### config.mk
export PLATFORM = sky130hd
export DESIGN_NAME = fat_tree_credit_router_unit
export DESIGN_NICKNAME = d
export VERILOG_FILES = /design/src/rtl/core/frt_pkg.sv /design/src/rtl/core/fat_tree_credit_router_unit.sv /design/src/rtl/core/frt_fifo.sv /design/src/rtl/core/frt_ctrl.sv /design/src/rtl/core/frt_dp.sv
export VERILOG_INCLUDE_DIRS = /design/src /design/src/rtl/core
export SDC_FILE = /design/constraint.sdc
export NUM_CORES = 2
export LEC_CHECK = 0
export BUFFER_PORTS_ARGS = -buffer_cell sky130_fd_sc_hd__buf_2
export CAP_MARGIN = 20
export CORE_MARGIN = 4
export CORE_UTILIZATION = 50
export CTS_CLUSTER_DIAMETER = 40
export DETAILED_ROUTE_END_ITERATION = 12
export PLACE_DENSITY_LB_ADDON = 0.1
export REMOVE_ABC_BUFFERS = 1
export SLEW_MARGIN = 40
export SYNTH_ARGS = -nofsm -noshare
export SYNTH_HDL_FRONTEND = slang
export SYNTH_SLANG_ARGS = --single-unit
export TNS_END_PERCENT = 50
### constraint.sdc
create_clock -name i_clk -period 11.8 [get_ports i_clk]
set_input_delay 2.36 -clock i_clk [delete_from_list [all_inputs] [get_ports i_clk]]
set_output_delay 2.36 -clock i_clk [all_outputs]
set_load 0.005 [all_outputs]
### src/rtl/core/assert_macros.svh
// ---------------------------------------------------------------------------
// assert_macros.svh
// Shared concurrent assertion macros for the router RTL.
// ---------------------------------------------------------------------------
`ifndef ASSERT_MACROS_SVH
`define ASSERT_MACROS_SVH

// same-cycle implication, gated by active-low reset
`define ASSERT_IMPLIES(label, clk, rst_n, ante, cons) \
    label: assert property (@(posedge clk) disable iff (!(rst_n)) (ante) |-> (cons)) \
        else $error("assertion failed");

// next-cycle implication, gated by active-low reset
`define ASSERT_NEXT(label, clk, rst_n, ante, cons) \
    label: assert property (@(posedge clk) disable iff (!(rst_n)) (ante) |=> (cons)) \
        else $error("assertion failed");

`endif

### src/rtl/core/frt_pkg.sv
// ---------------------------------------------------------------------------
// frt_pkg
// Types, codes and sizes shared by the fat-tree credit router modules.
// ---------------------------------------------------------------------------
package frt_pkg;

    // port counts follow the four-byte neighbor maps
    localparam int UPPER_PORTS = 4;
    localparam int LOWER_PORTS = 4;
    localparam int NQ          = UPPER_PORTS + LOWER_PORTS;
    localparam int QW          = $clog2(NQ);
    localparam int PW          = 2;

    localparam int DEF_INPUT_DEPTH   = 4;
    localparam int DEF_CENTRAL_DEPTH = 8;
    localparam int DEF_MAX_CREDITS   = 4;

    localparam logic [7:0] NO_NEIGHBOR = 8'hFF;

    // commands
    localparam logic [2:0] CMD_INJECT     = 3'd0;
    localparam logic [2:0] CMD_RECV_UPPER = 3'd1;
    localparam logic [2:0] CMD_RECV_LOWER = 3'd2;
    localparam logic [2:0] CMD_CRED_UPPER = 3'd3;
    localparam logic [2:0] CMD_CRED_LOWER = 3'd4;
    localparam logic [2:0] CMD_TICK       = 3'd5;

    // register indexes
    localparam logic [1:0] REG_ROUTER_ID = 2'd0;
    localparam logic [1:0] REG_UPPER_MAP = 2'd1;
    localparam logic [1:0] REG_LOWER_MAP = 2'd2;

    // target kinds
    localparam logic [1:0] KIND_LOCAL = 2'd0;
    localparam logic [1:0] KIND_DOWN  = 2'd1;
    localparam logic [1:0] KIND_UP    = 2'd2;

    // central buffers
    localparam int CEN_UP   = 0;
    localparam int CEN_DOWN = 1;

    // serve steps: lower inputs, central up, upper inputs, central down
    localparam int STEP_CUP    = LOWER_PORTS;
    localparam int STEP_UPPER0 = LOWER_PORTS + 1;
    localparam int STEP_CDOWN  = LOWER_PORTS + UPPER_PORTS + 1;
    localparam int STEP_W      = $clog2(STEP_CDOWN + 1);

    typedef logic [31:0] t_pkt;

    typedef struct packed {
        logic       acc;
        logic       fv;
        logic [1:0] kind;
        logic [7:0] trouter;
        logic [1:0] tport;
        t_pkt       pkt;
    } t_row;

    typedef struct packed {
        logic              load;
        logic              exec;
        logic              serve;
        logic              drain;
        logic              flush;
        logic [STEP_W-1:0] step;
    } t_dp_cmd;

    typedef struct packed {
        logic in_is_tick;
        logic out_free;
        logic drain_busy;
        logic pend_valid;
    } t_dp_stat;

endpackage

### src/rtl/core/fat_tree_credit_router_unit.sv
// ---------------------------------------------------------------------------
// fat_tree_credit_router_unit
// Fat-tree router with credit flow control, staging queues and central
// up/down overflow buffers.
//
//   channel  | dir | tdata                                       | tuser
//   s_axis   | in  | port, pkt_id, dest_router, dest_terminal    | cmd
//   m_axis   | out | accepted, next hop id, out port,            | forward_valid,
//            |     | out_pkt_id, out_dest_router, out_dest_term. | target_kind
//   cfg      | in  | write enable, register index, 32-bit data   | -
//
// A non-tick item runs its command and returns one result row. A tick runs 10
// serve steps (one queue head per cycle through the shared port selector, while
// the output is free), then drains the staging queues into the current queues
// and then closes the run.
// Reset is synchronous, active low; queues empty, credits full.
// A stalled output holds the sequencer; no new item is taken mid-run.
// ---------------------------------------------------------------------------
`include "assert_macros.svh"

module fat_tree_credit_router_unit
    import frt_pkg::*;
#(
    parameter int INPUT_DEPTH   = DEF_INPUT_DEPTH,
    parameter int CENTRAL_DEPTH = DEF_CENTRAL_DEPTH,
    parameter int MAX_CREDITS   = DEF_MAX_CREDITS
) (
    input  logic        i_clk,
    input  logic        i_rst_n,
    input  logic        i_cfg_wr_en,
    input  logic [1:0]  i_cfg_addr,
    input  logic [31:0] i_cfg_wdata,
    input  logic        i_s_axis_tvalid,
    output logic        o_s_axis_tready,
    // port[1:0], pkt_id[17:2], dest_router[25:18], dest_terminal[33:26]
    input  logic [39:0] i_s_axis_tdata,
    // cmd[2:0]
    input  logic [2:0]  i_s_axis_tuser,
    output logic        o_m_axis_tvalid,
    input  logic        i_m_axis_tready,
    // accepted[0], next hop id[8:1], out port[10:9], out_pkt_id[26:11],
    // out_dest_router[34:27], out_dest_terminal[42:35]
    output logic [47:0] o_m_axis_tdata,
    // forward_valid[0], target_kind[2:1]
    output logic [2:0]  o_m_axis_tuser,
    output logic        o_m_axis_tlast
);

    t_dp_cmd  w_cmd;
    t_dp_stat w_stat;
    t_row     w_row;

    frt_ctrl u_ctrl (
        .i_clk          (i_clk),
        .i_rst_n        (i_rst_n),
        .i_s_axis_tvalid(i_s_axis_tvalid),
        .o_s_axis_tready(o_s_axis_tready),
        .i_stat         (w_stat),
        .o_cmd          (w_cmd)
    );

    frt_dp #(
        .INPUT_DEPTH  (INPUT_DEPTH),
        .CENTRAL_DEPTH(CENTRAL_DEPTH),
        .MAX_CREDITS  (MAX_CREDITS)
    ) u_dp (
        .i_clk      (i_clk),
        .i_rst_n    (i_rst_n),
        .i_cfg_wr_en(i_cfg_wr_en),
        .i_cfg_addr (i_cfg_addr),
        .i_cfg_wdata(i_cfg_wdata),
        .i_cmd      (i_s_axis_tuser),
        .i_port     (i_s_axis_tdata[1:0]),
        .i_pkt      ({i_s_axis_tdata[17:2], i_s_axis_tdata[25:18], i_s_axis_tdata[33:26]}),
        .i_m_ready  (i_m_axis_tready),
        .i_ctl      (w_cmd),
        .o_stat     (w_stat),
        .o_valid    (o_m_axis_tvalid),
        .o_row      (w_row),
        .o_last     (o_m_axis_tlast)
    );

    assign o_m_axis_tdata = {5'b0, w_row.pkt[7:0], w_row.pkt[15:8], w_row.pkt[31:16],
                             w_row.tport, w_row.trouter, w_row.acc};
    assign o_m_axis_tuser = {w_row.kind, w_row.fv};

    // a held forward means a tick is still running
    `ASSERT_IMPLIES(a_pend_blocks_input, i_clk, i_rst_n,
        w_stat.pend_valid, !o_s_axis_tready)
    // an accepted item closes the input until its run is done
    `ASSERT_NEXT(a_accept_closes_input, i_clk, i_rst_n,
        i_s_axis_tvalid && o_s_axis_tready, !o_s_axis_tready)
    // forward rows never claim acceptance
    `ASSERT_IMPLIES(a_fwd_not_acc, i_clk, i_rst_n,
        o_m_axis_tvalid && o_m_axis_tuser[0], !o_m_axis_tdata[0])

endmodule

### src/rtl/core/frt_fifo.sv
// ---------------------------------------------------------------------------
// frt_fifo
// Small packet queue: circular register store with head pointer and count.
// ---------------------------------------------------------------------------
module frt_fifo
    import frt_pkg::*;
#(
    parameter int DEPTH = DEF_INPUT_DEPTH
) (
    input  logic i_clk,
    input  logic i_rst_n,
    input  logic i_push,
    input  t_pkt i_din,
    input  logic i_pop,
    output t_pkt o_head,
    output logic o_empty,
    output logic o_full
);

    localparam int AW = (DEPTH > 1) ? $clog2(DEPTH) : 1;
    localparam int CW = $clog2(DEPTH + 1);
    localparam int SW = CW + 1;

    t_pkt          r_mem [DEPTH];
    logic [AW-1:0] r_head, n_head;
    logic [CW-1:0] r_cnt, n_cnt;
    logic [SW-1:0] w_sum, w_wr;
    logic          w_push, w_pop;

    assign o_empty = (r_cnt == '0);
    assign o_full  = (r_cnt == CW'(DEPTH));
    assign o_head  = r_mem[r_head];
    assign w_push  = i_push && !o_full;
    assign w_pop   = i_pop && !o_empty;

    assign w_sum = SW'(r_head) + SW'(r_cnt);
    assign w_wr  = (w_sum >= SW'(DEPTH)) ? w_sum - SW'(DEPTH) : w_sum;

    always_comb begin
        n_head = r_head;
        n_cnt  = r_cnt;
        if (w_pop) begin
            n_head = (r_head == AW'(DEPTH - 1)) ? '0 : r_head + AW'(1);
        end
        case ({w_push, w_pop})
            2'b10:   n_cnt = r_cnt + CW'(1);
            2'b01:   n_cnt = r_cnt - CW'(1);
            default: n_cnt = r_cnt;
        endcase
    end

    always_ff @(posedge i_clk) begin
        if (!i_rst_n) begin
            r_head <= '0;
            r_cnt  <= '0;
        end else begin
            r_head <= n_head;
            r_cnt  <= n_cnt;
        end
    end

    always_ff @(posedge i_clk) begin
        if (w_push) begin
            r_mem[w_wr[AW-1:0]] <= i_din;
        end
    end

endmodule

### src/rtl/core/frt_ctrl.sv
// ---------------------------------------------------------------------------
// frt_ctrl
// Sequencer: takes an item, runs the command or the serve steps of a tick,
// drains staging queues and closes the result run.
// ---------------------------------------------------------------------------
module frt_ctrl
    import frt_pkg::*;
(
    input  logic     i_clk,
    input  logic     i_rst_n,
    input  logic     i_s_axis_tvalid,
    output logic     o_s_axis_tready,
    input  t_dp_stat i_stat,
    output t_dp_cmd  o_cmd
);

    localparam logic [2:0] ST_IDLE  = 3'd0;
    localparam logic [2:0] ST_CMD   = 3'd1;
    localparam logic [2:0] ST_SERVE = 3'd2;
    localparam logic [2:0] ST_DRAIN = 3'd3;
    localparam logic [2:0] ST_FLUSH = 3'd4;

    logic [2:0]        r_state, n_state;
    logic [STEP_W-1:0] r_step, n_step;
    logic              w_accept;

    // hold the input closed while reset is asserted
    assign o_s_axis_tready = (r_state == ST_IDLE) && i_rst_n;
    assign w_accept        = i_s_axis_tvalid && o_s_axis_tready;

    assign o_cmd.load  = w_accept;
    assign o_cmd.exec  = (r_state == ST_CMD) && i_stat.out_free;
    assign o_cmd.serve = (r_state == ST_SERVE) && i_stat.out_free;
    assign o_cmd.drain = (r_state == ST_DRAIN) && i_stat.drain_busy;
    assign o_cmd.flush = (r_state == ST_FLUSH) && i_stat.out_free;
    assign o_cmd.step  = r_step;

    always_comb begin
        n_state = r_state;
        n_step  = r_step;
        case (r_state)
            ST_IDLE: begin
                if (w_accept) begin
                    n_step  = '0;
                    n_state = i_stat.in_is_tick ? ST_SERVE : ST_CMD;
                end
            end
            ST_CMD: begin
                if (i_stat.out_free) n_state = ST_IDLE;
            end
            ST_SERVE: begin
                if (i_stat.out_free) begin
                    if (r_step == STEP_W'(STEP_CDOWN)) begin
                        n_state = ST_DRAIN;
                    end else begin
                        n_step = r_step + STEP_W'(1);
                    end
                end
            end
            ST_DRAIN: begin
                if (!i_stat.drain_busy) n_state = ST_FLUSH;
            end
            ST_FLUSH: begin
                if (i_stat.out_free) n_state = ST_IDLE;
            end
            default: n_state = ST_IDLE;
        endcase
    end

    always_ff @(posedge i_clk) begin
        if (!i_rst_n) begin
            r_state <= ST_IDLE;
            r_step  <= '0;
        end else begin
            r_state <= n_state;
            r_step  <= n_step;
        end
    end

endmodule

### src/rtl/core/frt_dp.sv
// ---------------------------------------------------------------------------
// frt_dp
// Datapath: configuration, queues, credits, port selection and result rows.
// ---------------------------------------------------------------------------
module frt_dp
    import frt_pkg::*;
#(
    parameter int INPUT_DEPTH   = DEF_INPUT_DEPTH,
    parameter int CENTRAL_DEPTH = DEF_CENTRAL_DEPTH,
    parameter int MAX_CREDITS   = DEF_MAX_CREDITS
) (
    input  logic        i_clk,
    input  logic        i_rst_n,
    input  logic        i_cfg_wr_en,
    input  logic [1:0]  i_cfg_addr,
    input  logic [31:0] i_cfg_wdata,
    input  logic [2:0]  i_cmd,
    input  logic [1:0]  i_port,
    input  t_pkt        i_pkt,
    input  logic        i_m_ready,
    input  t_dp_cmd     i_ctl,
    output t_dp_stat    o_stat,
    output logic        o_valid,
    output t_row        o_row,
    output logic        o_last
);

    localparam int CW = $clog2(MAX_CREDITS + 1);

    // configuration and captured item
    logic [7:0]  r_rid;
    logic [31:0] r_umap, r_lmap;
    logic [2:0]  r_in_cmd;
    logic [1:0]  r_in_port;
    t_pkt        r_in_pkt;

    logic [CW-1:0] r_ucred [UPPER_PORTS];
    logic [CW-1:0] r_lcred [LOWER_PORTS];
    logic [PW-1:0] r_up_rr, r_dn_rr;

    t_row r_out, r_pend;
    logic r_out_valid, r_out_last, r_pend_valid;
    logic w_out_free;

    // port queues: lower ports first, then upper ports
    logic [NQ-1:0] w_cur_push, w_cur_pop, w_cur_empty, w_cur_full;
    logic [NQ-1:0] w_stg_push, w_stg_pop, w_stg_empty, w_stg_full;
    t_pkt          w_cur_head [NQ];
    t_pkt          w_stg_head [NQ];
    logic [1:0]    w_cc_push, w_cc_pop, w_cc_empty, w_cc_full;
    logic [1:0]    w_cs_push, w_cs_pop, w_cs_empty, w_cs_full;
    t_pkt          w_cc_head [2];
    t_pkt          w_cs_head [2];

    for (genvar q = 0; q < NQ; q++) begin : g_portq
        frt_fifo #(.DEPTH(INPUT_DEPTH)) u_cur (
            .i_clk  (i_clk),
            .i_rst_n(i_rst_n),
            .i_push (w_cur_push[q]),
            .i_din  (w_stg_head[q]),
            .i_pop  (w_cur_pop[q]),
            .o_head (w_cur_head[q]),
            .o_empty(w_cur_empty[q]),
            .o_full (w_cur_full[q])
        );
        frt_fifo #(.DEPTH(INPUT_DEPTH)) u_stg (
            .i_clk  (i_clk),
            .i_rst_n(i_rst_n),
            .i_push (w_stg_push[q]),
            .i_din  (r_in_pkt),
            .i_pop  (w_stg_pop[q]),
            .o_head (w_stg_head[q]),
            .o_empty(w_stg_empty[q]),
            .o_full (w_stg_full[q])
        );
    end

    t_pkt w_cs_din;

    for (genvar c = 0; c < 2; c++) begin : g_cenq
        frt_fifo #(.DEPTH(CENTRAL_DEPTH)) u_cur (
            .i_clk  (i_clk),
            .i_rst_n(i_rst_n),
            .i_push (w_cc_push[c]),
            .i_din  (w_cs_head[c]),
            .i_pop  (w_cc_pop[c]),
            .o_head (w_cc_head[c]),
            .o_empty(w_cc_empty[c]),
            .o_full (w_cc_full[c])
        );
        frt_fifo #(.DEPTH(CENTRAL_DEPTH)) u_stg (
            .i_clk  (i_clk),
            .i_rst_n(i_rst_n),
            .i_push (w_cs_push[c]),
            .i_din  (w_cs_din),
            .i_pop  (w_cs_pop[c]),
            .o_head (w_cs_head[c]),
            .o_empty(w_cs_empty[c]),
            .o_full (w_cs_full[c])
        );
    end

    // drain: one packet per queue per cycle
    assign w_cur_push = i_ctl.drain ? (~w_stg_empty & ~w_cur_full) : '0;
    assign w_stg_pop  = w_cur_push;
    assign w_cc_push  = i_ctl.drain ? (~w_cs_empty & ~w_cc_full) : '0;
    assign w_cs_pop   = w_cc_push;

    // ---------------- command execution ----------------
    logic          w_lo_cmd, w_up_cmd, w_acc;
    logic [QW-1:0] w_q_in;
    logic          w_stg_ok;
    logic [1:0]    w_exec_cs_push;

    assign w_lo_cmd = (r_in_cmd == CMD_INJECT) || (r_in_cmd == CMD_RECV_LOWER);
    assign w_up_cmd = (r_in_cmd == CMD_RECV_UPPER);
    assign w_q_in   = w_lo_cmd ? QW'(r_in_port) : QW'(LOWER_PORTS) + QW'(r_in_port);
    assign w_stg_ok = !w_stg_full[w_q_in];

    always_comb begin
        w_stg_push     = '0;
        w_exec_cs_push = '0;
        w_acc          = 1'b0;
        if (w_lo_cmd || w_up_cmd) begin
            if (w_stg_ok) begin
                w_stg_push[w_q_in] = i_ctl.exec;
                w_acc              = 1'b1;
            end else if (w_lo_cmd && !w_cs_full[CEN_DOWN]) begin
                w_exec_cs_push[CEN_DOWN] = i_ctl.exec;
                w_acc                    = 1'b1;
            end else if (w_up_cmd && !w_cs_full[CEN_UP]) begin
                w_exec_cs_push[CEN_UP] = i_ctl.exec;
                w_acc                  = 1'b1;
            end
        end else if (r_in_cmd == CMD_CRED_UPPER || r_in_cmd == CMD_CRED_LOWER) begin
            w_acc = 1'b1;
        end
    end

    // ---------------- serve step ----------------
    logic          w_st_li, w_st_cu, w_st_ui, w_st_cd, w_is_port;
    logic [QW-1:0] w_q_sel;
    logic          w_c_sel;
    t_pkt          w_head;
    logic          w_hvalid;
    logic [7:0]    w_d;
    logic          w_is_local, w_below;

    assign w_st_li   = (i_ctl.step < STEP_W'(STEP_CUP));
    assign w_st_cu   = (i_ctl.step == STEP_W'(STEP_CUP));
    assign w_st_cd   = (i_ctl.step == STEP_W'(STEP_CDOWN));
    assign w_st_ui   = !w_st_li && !w_st_cu && !w_st_cd;
    assign w_is_port = w_st_li || w_st_ui;
    assign w_q_sel   = w_st_li ? QW'(i_ctl.step) : QW'(i_ctl.step - STEP_W'(1));
    assign w_c_sel   = w_st_cd;
    assign w_head    = w_is_port ? w_cur_head[w_q_sel] : w_cc_head[w_c_sel];
    assign w_hvalid  = w_is_port ? !w_cur_empty[w_q_sel] : !w_cc_empty[w_c_sel];
    assign w_d       = w_head[15:8];
    assign w_is_local = (w_d == r_rid);

    // downward: first matching lower port with credit from the rotating start
    logic          w_found_l;
    logic [PW-1:0] w_port_l;

    always_comb begin
        logic [PW-1:0] p;
        logic [7:0]    nb;
        w_found_l = 1'b0;
        w_port_l  = '0;
        w_below   = w_is_local;
        for (int i = 0; i < LOWER_PORTS; i++) begin
            p  = r_dn_rr + PW'(i);
            nb = r_lmap[{p, 3'b000} +: 8];
            if (nb != NO_NEIGHBOR && nb == w_d) begin
                w_below = 1'b1;
                if (!w_found_l && r_lcred[p] != '0) begin
                    w_found_l = 1'b1;
                    w_port_l  = p;
                end
            end
        end
    end

    // upward: connected port with most credits, first best wins
    logic          w_found_u;
    logic [PW-1:0] w_port_u;

    always_comb begin
        logic [PW-1:0] p;
        logic [CW-1:0] best_c;
        best_c    = '0;
        w_found_u = 1'b0;
        w_port_u  = '0;
        for (int i = 0; i < UPPER_PORTS; i++) begin
            p = r_up_rr + PW'(i);
            if (r_umap[{p, 3'b000} +: 8] != NO_NEIGHBOR &&
                (!w_found_u || r_ucred[p] > best_c)) begin
                w_found_u = 1'b1;
                best_c    = r_ucred[p];
                w_port_u  = p;
            end
        end
    end

    logic       w_pop, w_fwd, w_use_dn, w_use_up_rr, w_use_up_cred;
    logic [1:0] w_srv_cs_push;
    t_row       w_new_row;

    always_comb begin
        w_pop         = 1'b0;
        w_fwd         = 1'b0;
        w_use_dn      = 1'b0;
        w_use_up_rr   = 1'b0;
        w_use_up_cred = 1'b0;
        w_srv_cs_push = '0;
        w_new_row     = '0;
        w_new_row.fv  = 1'b1;
        w_new_row.pkt = w_head;
        if (i_ctl.serve && w_hvalid) begin
            if (w_is_local) begin
                w_pop             = 1'b1;
                w_fwd             = 1'b1;
                w_new_row.kind    = KIND_LOCAL;
                w_new_row.trouter = NO_NEIGHBOR;
            end else if (w_st_ui || w_st_cd || w_below) begin
                if (w_found_l) begin
                    w_pop             = 1'b1;
                    w_fwd             = 1'b1;
                    w_use_dn          = 1'b1;
                    w_new_row.kind    = KIND_DOWN;
                    w_new_row.tport   = w_port_l;
                    w_new_row.trouter = r_lmap[{w_port_l, 3'b000} +: 8];
                end else if (w_is_port && !w_cs_full[CEN_DOWN]) begin
                    w_pop                   = 1'b1;
                    w_srv_cs_push[CEN_DOWN] = 1'b1;
                end
            end else begin
                // round-robin moves past the chosen port even when it is blocked
                w_use_up_rr = w_found_u;
                if (w_found_u && r_ucred[w_port_u] != '0) begin
                    w_pop             = 1'b1;
                    w_fwd             = 1'b1;
                    w_use_up_cred     = 1'b1;
                    w_new_row.kind    = KIND_UP;
                    w_new_row.tport   = w_port_u;
                    w_new_row.trouter = r_umap[{w_port_u, 3'b000} +: 8];
                end else if (w_st_li && !w_cs_full[CEN_UP]) begin
                    w_pop                 = 1'b1;
                    w_srv_cs_push[CEN_UP] = 1'b1;
                end
            end
        end
    end

    always_comb begin
        w_cur_pop = '0;
        w_cc_pop  = '0;
        if (w_pop) begin
            if (w_is_port) w_cur_pop[w_q_sel] = 1'b1;
            else           w_cc_pop[w_c_sel]  = 1'b1;
        end
    end

    assign w_cs_push = w_exec_cs_push | w_srv_cs_push;
    assign w_cs_din  = i_ctl.serve ? w_head : r_in_pkt;

    // ---------------- registers ----------------
    always_ff @(posedge i_clk) begin
        if (!i_rst_n) begin
            r_rid  <= '0;
            r_umap <= '1;
            r_lmap <= '1;
        end else if (i_cfg_wr_en) begin
            case (i_cfg_addr)
                REG_ROUTER_ID: r_rid  <= i_cfg_wdata[7:0];
                REG_UPPER_MAP: r_umap <= i_cfg_wdata;
                REG_LOWER_MAP: r_lmap <= i_cfg_wdata;
                default: ;
            endcase
        end
    end

    always_ff @(posedge i_clk) begin
        if (i_ctl.load) begin
            r_in_cmd  <= i_cmd;
            r_in_port <= i_port;
            r_in_pkt  <= i_pkt;
        end
    end

    always_ff @(posedge i_clk) begin
        if (!i_rst_n) begin
            for (int i = 0; i < UPPER_PORTS; i++) r_ucred[i] <= CW'(MAX_CREDITS);
            for (int i = 0; i < LOWER_PORTS; i++) r_lcred[i] <= CW'(MAX_CREDITS);
            r_up_rr <= '0;
            r_dn_rr <= '0;
        end else begin
            if (i_ctl.exec && r_in_cmd == CMD_CRED_UPPER &&
                r_ucred[r_in_port] != CW'(MAX_CREDITS)) begin
                r_ucred[r_in_port] <= r_ucred[r_in_port] + CW'(1);
            end
            if (i_ctl.exec && r_in_cmd == CMD_CRED_LOWER &&
                r_lcred[r_in_port] != CW'(MAX_CREDITS)) begin
                r_lcred[r_in_port] <= r_lcred[r_in_port] + CW'(1);
            end
            if (w_use_dn) begin
                r_lcred[w_port_l] <= r_lcred[w_port_l] - CW'(1);
                r_dn_rr           <= w_port_l + PW'(1);
            end
            if (w_use_up_cred) r_ucred[w_port_u] <= r_ucred[w_port_u] - CW'(1);
            if (w_use_up_rr)   r_up_rr <= w_port_u + PW'(1);
        end
    end

    // hold the newest forward back until the next one shows it was not last
    assign w_out_free = !r_out_valid || i_m_ready;

    always_ff @(posedge i_clk) begin
        if (!i_rst_n) begin
            r_out_valid  <= 1'b0;
            r_pend_valid <= 1'b0;
        end else begin
            if (i_ctl.exec || i_ctl.flush || (w_fwd && r_pend_valid)) begin
                r_out_valid <= 1'b1;
            end else if (i_m_ready) begin
                r_out_valid <= 1'b0;
            end
            if (w_fwd)            r_pend_valid <= 1'b1;
            else if (i_ctl.flush) r_pend_valid <= 1'b0;
        end
    end

    always_ff @(posedge i_clk) begin
        if (i_ctl.exec) begin
            r_out      <= '0;
            r_out.acc  <= w_acc;
            r_out_last <= 1'b1;
        end else if (i_ctl.flush) begin
            r_out      <= r_pend_valid ? r_pend : '0;
            r_out_last <= 1'b1;
        end else if (w_fwd && r_pend_valid) begin
            r_out      <= r_pend;
            r_out_last <= 1'b0;
        end
        if (w_fwd) r_pend <= w_new_row;
    end

    assign o_valid = r_out_valid;
    assign o_row   = r_out;
    assign o_last  = r_out_last;

    assign o_stat.in_is_tick = (i_cmd == CMD_TICK);
    assign o_stat.out_free   = w_out_free;
    assign o_stat.drain_busy = (|(~w_stg_empty & ~w_cur_full)) ||
                               (|(~w_cs_empty & ~w_cc_full));
    assign o_stat.pend_valid = r_pend_valid;

endmodule
Yosys cells after proc, flatten, opt, wreduce, memory -nomap -nowiden
Memory sizes are Yosys's and may differ from the RTL's. A register that Yosys moved wholly into a read port is not among the register bits.
Index checks and enable logic that the tools add are counted.
{ "totals": {"reg_bits": 321, "in_bits": 82, "mem_bits_rw": 3096, "n_memories": 22} }
{ "memory_table": {"columns": ["name", "depth", "word_bits", "read_ports", "rd_ports_with_merged_regs", "wr", "line", "rtl"], "rows": [
  ["u_dp.g_cenq[0].u_cur.r_mem", 8, 32, 1, 1, 1, "frt_fifo.sv:24", "t_pkt r_mem [DEPTH];"],
  ["u_dp.g_cenq[0].u_stg.r_mem", 8, 32, 1, 1, 1, "frt_fifo.sv:24", null],
  ["u_dp.g_cenq[1].u_cur.r_mem", 8, 32, 1, 1, 1, "frt_fifo.sv:24", null],
  ["u_dp.g_cenq[1].u_stg.r_mem", 8, 32, 1, 1, 1, "frt_fifo.sv:24", null],
  ["u_dp.g_portq[0].u_cur.r_mem", 4, 32, 1, 1, 1, "frt_fifo.sv:24", null],
  ["u_dp.g_portq[0].u_stg.r_mem", 4, 32, 1, 1, 1, "frt_fifo.sv:24", null],
  ["16 more memories", null, null, null, null, null, null, null]
]} }
{ "op_classes": {"n_eq_ne": 114, "shifts": 10, "mux": 293, "add_sub_neg": 115, "reduce_logical": 204, "n_lt_le_gt_ge": 32, "bitwise_logic": 11} }
{ "ops": {"columns": ["cell", "n"], "rows": [
  ["32-bit by 6-bit variable part select with 8-bit output", 10],
  ["32-bit two-way mux", 7],
  ["2-bit two-way mux", 94],
  ["46-bit two-way mux", 3],
  ["1-bit two-way mux", 118],
  ["32-bit binary-select mux with 3-bit select", 1],
  ["3-bit case mux with 2 select lines", 16],
  ["3-bit two-way mux", 30],
  ["2-bit equality test (second input constant)", 37],
  ["1-bit logical AND", 72],
  ["3-bit equality test (second input constant)", 23],
  ["3-bit by 1-bit subtractor with 3-bit output (second input constant)", 23],
  ["3-bit by 1-bit adder with 3-bit output (second input constant)", 22],
  ["2-bit by 3-bit adder with 4-bit output", 16],
  ["4-bit by 3-bit >= comparator with 1-bit output (second input constant)", 16],
  ["8-bit inequality test (second input constant)", 8],
  ["3-bit zero test", 18],
  ["1-bit zero test", 52],
  ["8-bit two-way mux", 6],
  ["2-bit nonzero test", 24],
  ["45-bit two-way mux", 1],
  ["2-bit by 1-bit equality test with 1-bit output (second input constant)", 21],
  ["2-bit by 1-bit adder with 2-bit output (second input constant)", 20],
  ["8-bit equality test", 5],
  ["48 further kinds", 136]
]} }

Depth between registers and ports, before layout
{ "depth": {"word_depth": 31, "mapped_depth": 53, "ltp_nobuf": 49} }

Modules after synthesis
Synthesis repeated with hierarchy kept, for this count alone.
{ "unflattened": {"cells_unflattened": 6816, "hier_area_um2": 138275.1} }
{ "by_module_without_submodules": {"columns": ["module", "area_each_um2", "cells_per_inst", "instances", "seq_area_each_um2"], "rows": [
  ["frt_fifo (u_dp.g_portq[0].u_cur ...)", 5037.3, 211, 16, 3983.8],
  ["frt_fifo (u_dp.g_cenq[0].u_cur ...)", 10386.2, 439, 4, 7887.6],
  ["frt_dp", 15591.2, 1612, 1, 5785.5],
  ["frt_ctrl", 500.5, 66, 1, 140.1],
  ["fat_tree_credit_router_unit", 41.3, 6, 1, 0.0]
]} }

Worst setup path after synthesis
No wires, ideal clock.
{ "synth_timing": {"path_kind": "register to register", "start": "register u_dp.r_up_rr[0]", "end": "register u_dp.g_cenq[1].u_cur.r_cnt[3]", "period_less_slack_ns": 10.270, "arrival_ns": 10.200, "path_buffers": 6, "stages_incl_launch_ff": 50, "required_time_ns": 11.730, "setup_slack_ns": 1.530, "path_cell_list": "dfxtp_1 clkbuf_1 clkinv_1 clkbuf_1 a21oi_1 mux2i_1 a211o_1 ha_1 a21o_1 a21oi_1 a31oi_1 nor2_1 nor2_1 nand2_1 o21a_1 ha_1 a21o_1 a21oi_1 (+14 left out) o21ai_0 ha_1 ha_1 nor2b_1 a21oi_1 or3_1 o211ai_2 buf_6 or4b_1 buf_2 inv_1 ha_1 ha_1 a21o_1 a21oi_1 xnor2_1 or3_1 a21oi_1"} }
{ "synth_between": {"elab_chain_cells": 26} }
{ "synth_lines": {"columns": ["item", "line", "rtl"], "rows": [
  ["start: declaration", "frt_dp.sv:39", "logic [PW-1:0] r_up_rr, r_dn_rr;"],
  ["start signal: assignment", "frt_dp.sv:311", "if (w_use_up_rr) r_up_rr <= w_port_u + PW'(1);"],
  ["32-bit by 6-bit variable part select with 8-bit output", "frt_dp.sv:196", "if (r_umap[{p, 3'b000} +: 8] != NO_NEIGHBOR &&"],
  ["8-bit inequality test", "frt_dp.sv:196", null],
  ["3-bit two-way mux / 1-bit two-way mux (equally long branches)", "frt_dp.sv:196", null],
  ["3-bit greater-than comparator / 1-bit zero test (equally long branches)", "frt_dp.sv:197", "(!w_found_u || r_ucred[p] > best_c)) begin"],
  ["1-bit logical OR", "frt_dp.sv:197", null],
  ["1-bit logical AND", "frt_dp.sv:196", null],
  ["3-bit two-way mux / 1-bit two-way mux (equally long branches)", "frt_dp.sv:196", null],
  ["3-bit greater-than comparator / 1-bit zero test (equally long branches)", "frt_dp.sv:197", null],
  ["(+10 left out)", null, null],
  ["1-bit two-way mux (*)", "frt_dp.sv:240", "if (w_found_u && r_ucred[w_port_u] != '0) begin"],
  ["1-bit two-way mux (*)", "frt_dp.sv:225", "end else if (w_st_ui || w_st_cd || w_below) begin"],
  ["1-bit two-way mux (*)", "frt_dp.sv:220", "if (w_is_local) begin"],
  ["1-bit two-way mux (*)", "frt_dp.sv:219", "if (i_ctl.serve && w_hvalid) begin"],
  ["2-bit two-way mux (*)", "frt_dp.sv:258", "if (w_pop) begin"],
  ["1-bit logical AND (*)", "frt_fifo.sv:34", "assign w_pop = i_pop && !o_empty;"],
  ["2-bit by 1-bit equality test with 1-bit output / 2-bit equality test (equally long branches)", "frt_fifo.sv:45", "case ({w_push, w_pop})"],
  ["4-bit case mux with 2 select lines / 2-bit nonzero test (equally long branches)", null, null],
  ["end signal: assignment", "frt_fifo.sv:58", "r_cnt <= n_cnt;"],
  ["end: declaration", "frt_fifo.sv:26", "logic [CW-1:0] r_cnt, n_cnt;"]
]} }
Mark *: on every way between the ends. The rest lies on a longest branch, timed or not.
A chain may end at the register's enable or synchronous reset.

Final worst setup path
{ "layout_timing": {"start": "register u_dp.r_up_rr[0]", "end": "register u_dp.g_portq[1].u_cur.r_cnt[2]"} }
{ "layout_between": {"elab_chain_cells": 26} }
{ "layout_lines": {"columns": ["item", "line", "rtl"], "rows": [
  ["32-bit by 6-bit variable part select with 8-bit output", "frt_dp.sv:196", null],
  ["8-bit inequality test", "frt_dp.sv:196", null],
  ["3-bit two-way mux / 1-bit two-way mux (equally long branches)", "frt_dp.sv:196", null],
  ["3-bit greater-than comparator / 1-bit zero test (equally long branches)", "frt_dp.sv:197", null],
  ["1-bit logical OR", "frt_dp.sv:197", null],
  ["1-bit logical AND", "frt_dp.sv:196", null],
  ["3-bit two-way mux / 1-bit two-way mux (equally long branches)", "frt_dp.sv:196", null],
  ["3-bit greater-than comparator / 1-bit zero test (equally long branches)", "frt_dp.sv:197", null],
  ["(+11 left out)", null, null],
  ["1-bit two-way mux (*)", "frt_dp.sv:225", null],
  ["1-bit two-way mux (*)", "frt_dp.sv:220", null],
  ["1-bit two-way mux (*)", "frt_dp.sv:219", null],
  ["8-bit two-way mux (*)", "frt_dp.sv:258", null],
  ["1-bit logical AND (*)", "frt_fifo.sv:34", null],
  ["net u_dp.g_portq[1].u_cur.w_pop", "frt_fifo.sv:28", "logic w_push, w_pop;"],
  ["2-bit by 1-bit equality test with 1-bit output / 2-bit equality test (equally long branches)", "frt_fifo.sv:45", null],
  ["3-bit case mux with 2 select lines / 2-bit nonzero test (equally long branches)", null, null],
  ["end signal: assignment", "frt_fifo.sv:58", null],
  ["end: declaration", "frt_fifo.sv:26", null]
]} }
The timed path passes the listed nets; every way through them passes the cells marked *.

==> results by group <==
Global route
  – First-pass GRT wire length: 508000 microns
  – Largest net degree at the start of global routing: 64
  – Congestion Overflow GR: 0
  – Global-route usage over all layers: 0.251
  – Initial antenna violation count: 37
  – Vias in the first global route: 71100

Die
  – Initial core utilization: 0.503
  – Number of I/O pins: roughly 140
  – DIE AREA: 0.281 sq mm
  – Row Count: about 190
  – CORE AREA: roughly 0.27 sq mm
  – Die Y: 530 microns
  – Die X: between 500 and 600 microns

Power
  – Peak supply drop: around 0.15 mV
  – Leakage dissipation: between 50 and 60 nW
  – Pwr per Cell Area: between 150 and 200 mW/mm^2
  – Int Power: approximately 23 mW
  – Gate power share: 0.055
  – Total power: between 20 and 30 mW
  – Sw frac: 0.229
  – Switching pwr: about 7 mW
  – Clock power share: 0.485
  – Sequential share of power: 0.460

Timing
  – Final Hold Fails: 0
  – RSZ-0062 raised after global routing: false
  – Worst setup margin: 0.895 ns
  – Slew Limit Fails: 0
  – Slew HR: 0.390
  – # setup viols final: 0
  – Hold WS: between 0.4 and 0.5 ns
  – Final period util: 0.924
  – Achievable Freq: about 92 MHz
  – Final setup TNS: 0 ns
  – Fin Clk Skew: between 0.07 and 0.08 ns
  – Slew @ Worst Pin: around 0.91 ns
  – Min Tclk post-route: about 11 ns

Routing
  – 1st-pass router iterations: 6
  – DRT iter0 DRCs: 7356
  – Post-route DRC violation count: 0
  – Mean routed wirelength per cell: ~31 microns
  – Post-Route WL: roughly 350000 microns
  – Antenna Nets Post-Route: 0
  – Vias: roughly 70000
  – Avg Vias per Cell: 6.07

Outcome
  – Status: finished clean

Synthesis
  – Top cell type's share of synthesized area: 0.700
  – Cell taking the most area after synthesis: edfxtp_1
  – Synth Register Bits: between 3000 and 4000
  – Sequential fraction of the synthesis area: 0.742
  – Commonest cells post-synth: 3178 x edfxtp_1, 765 x mux4_2, 291 x nand2_1, 289 x dfxtp_1, 269 x nor2_1
  – Ys flop type: edfxtp_1
  – Ys async rst share: 0
  – Mapped Area: ~0.14 sq mm
  – Count leader, synth: edfxtp_1
  – Synth Warn #: 0
  – Post-Syn Instances: 7014
  – Top cells by area, synth: edfxtp_1 70%, mux4_2 13%, dfxtp_1 4.2%
  – Syn avg cell area: slightly below 20 sq um
  – Number of flops mapped to enable cells by yosys: between 3000 and 4000
  – Cell variety after synth: between 90 and 100

Layout
  – Synthesis-to-layout area growth: 16.8%
  – Multi-input logic area: around 0.034 sq mm
  – Register area: around 0.10 sq mm
  – Final cell count without fillers: 11500
  – Final nets: 7704
  – Filler cells: slightly below 20000
  – Final core area utilization: 0.587
  – Fin area: around 0.16 sq mm
  – Layout cells sized above 1: 0.290

Worst setup path
  – Startpoint Class: register
  – Crit path DAT: 11.77 ns
  – Required @ worst endpoint: between 10 and 15 ns
  – CP peak stage delay: roughly 0.52 ns
  – Critical path type: register to register
  – Crit-path slowest cell: nor2b_1
  – Setup crit end kind: register
  – Crit Path Max Fanout: 24

Clock network
  – CTS Buf Count: ~460
  – CTS tree: done
  – Reg clk slew, reported paths: around 0.06 ns
  – H-tree depth: 5
  – Root buf cell: clkbuf_16
  – Clock Path Buffers: 4
  – Clock Latency Late Sink: around 0.97 ns
  – Num Clock Sinks: about 3500

Placement
  – Port Buffer Count: about 120
  – Placer Congestion: a little over 0.9
  – Dpl hpwl: 214000 microns
  – Dpl ws: about 0.50 ns
  – Placed Instances: about 11000
  – Post-DP Area: 0.143 sq mm

Flow run
  – Max Cap Viol: 0

Min path
  – Hold WC Path Type: register to register
## power by group through the flow
| stage | clock (mW) | combinational [mW] | sequential [mW] |
|---|---|---|---|
| after global routing | 15.2 | 1.73 | 13.7 |
| final | 14.4 | 1.65 | 13.7 |
| after floorplan | 0 | 0.760 | 13.9 |
| after CTS | 14.7 | 1.64 | 13.7 |
| after detailed placement | 0 | 1.63 | 13.9 |
| after global placement | 0 | 1.59 | 13.9 |
## routing by layer
| layer | vias up | global-route usage | share of wire |
|---|---|---|---|
| met5 | - | 0 | 0.00017 |
| met4 | 8 | 0.0821 | 0.034 |
| met3 | 524 | 0.0399 | 0.069 |
| met2 | 2478 | 0.405 | 0.48 |
| met1 | 37200 | 0.355 | 0.42 |
| li1 | 29600 | - | - |
## kinds of logic (layout without fill, tap and decap cells)
logic type,after synthesis,count (layout),share of synthesized area
other cells,1,22,0.0000275
simple gates,1014,1014,0.0358
fa+ha+maj,116,116,0.0120
compound gates,631,631,0.0295
mux,1188,1188,0.159
xor+xnor,118,118,0.00758
buf+inv,479,1377,0.0143
flops,3467,3467,0.742
## layout make-up
class                   instances  area share
flip-flops and latches       3467       0.636
multi-input cells            3072       0.214
clock buffers                 535      0.0764
well taps                    3570      0.0280
clock inverters               340      0.0263
repair buffers                371      0.0162
inverters                     131     0.00310
diodes                         17    0.000267
## path summary, 6_finish.rpt
path,start,endpoint,slack [ns],depth (start not counted)
hold reg to reg,u_dp.r_pend[31],u_dp.o_row[31],0.45,1
hold / removal,u_dp.r_pend[31],u_dp.o_row[31],0.45,1
setup reg to reg,u_dp.r_up_rr[0],u_dp.g_portq[1].u_cur.r_cnt[2],0.90,44
setup / recovery,u_dp.r_up_rr[0],u_dp.g_portq[1].u_cur.r_cnt[2],0.90,44
## flip-flops by register name, summed over array words and instances, names as in the netlist, 16 cells and up, named ones only
| name | count |
|---|---|
| u_dp.g_portq.u_stg.r_mem | 1024 |
| u_dp.o_row | 46 |
| u_dp.g_portq.u_stg.r_head | 16 |
| u_dp.r_lmap | 32 |
| u_dp.g_portq.u_cur.r_head | 16 |
| u_dp.g_cenq.u_stg.r_mem | 512 |
| u_dp.g_portq.u_cur.r_cnt | 24 |
| u_dp.g_cenq.u_cur.r_mem | 512 |
| u_dp.g_portq.u_cur.r_mem | 1024 |
| u_dp.r_in_pkt | 32 |
| u_dp.g_portq.u_stg.r_cnt | 24 |
| u_dp.r_umap | 32 |
| u_dp.r_pend | 44 |
## repair_timing
item | CTS | global route
endpoints found under the setup margin | 0 | 5
hold buffers | 0 | 0
setup buffers | 0 | 0
resized for setup | 0 | 3
## placed cells by master, fill, tap and decap left out, drive strengths merged, types with 63 or more instances in the layout
| master | netlist | routed |
|---|---|---|
| nor3 | 97 | 97 |
| o21ai | 155 | 155 |
| nand3 | 113 | 113 |
| clkbuf | 198 | 535 |
| edfxtp | 3178 | 3178 |
| xnor2 | 63 | 63 |
| mux4 | 765 | 765 |
| mux2 | 160 | 160 |
| mux2i | 263 | 263 |
| dfxtp | 289 | 289 |
| a21oi | 182 | 182 |
| buf | 150 | 371 |
| ha | 92 | 92 |
| clkinv | 1 | 164 |
| bufinv | 0 | 64 |
| inv | 130 | 190 |
| nor2 | 269 | 269 |
| nand2 | 291 | 291 |
## critical path, delay by kind of cell (launching register included)
| kind | cells | cell delay (ns) |
|---|---|---|
| AOI/OAI and AO/OA | 21 | 4.10 |
| and+or+nand+nor | 8 | 2.58 |
| adders and majority gates | 7 | 1.81 |
| muxes | 3 | 0.99 |
| buffers and inverters | 4 | 0.85 |
| DFF | 1 | 0.32 |
| xor gates and xnor gates | 1 | 0.17 |
Power figures use the tool's default switching activity.
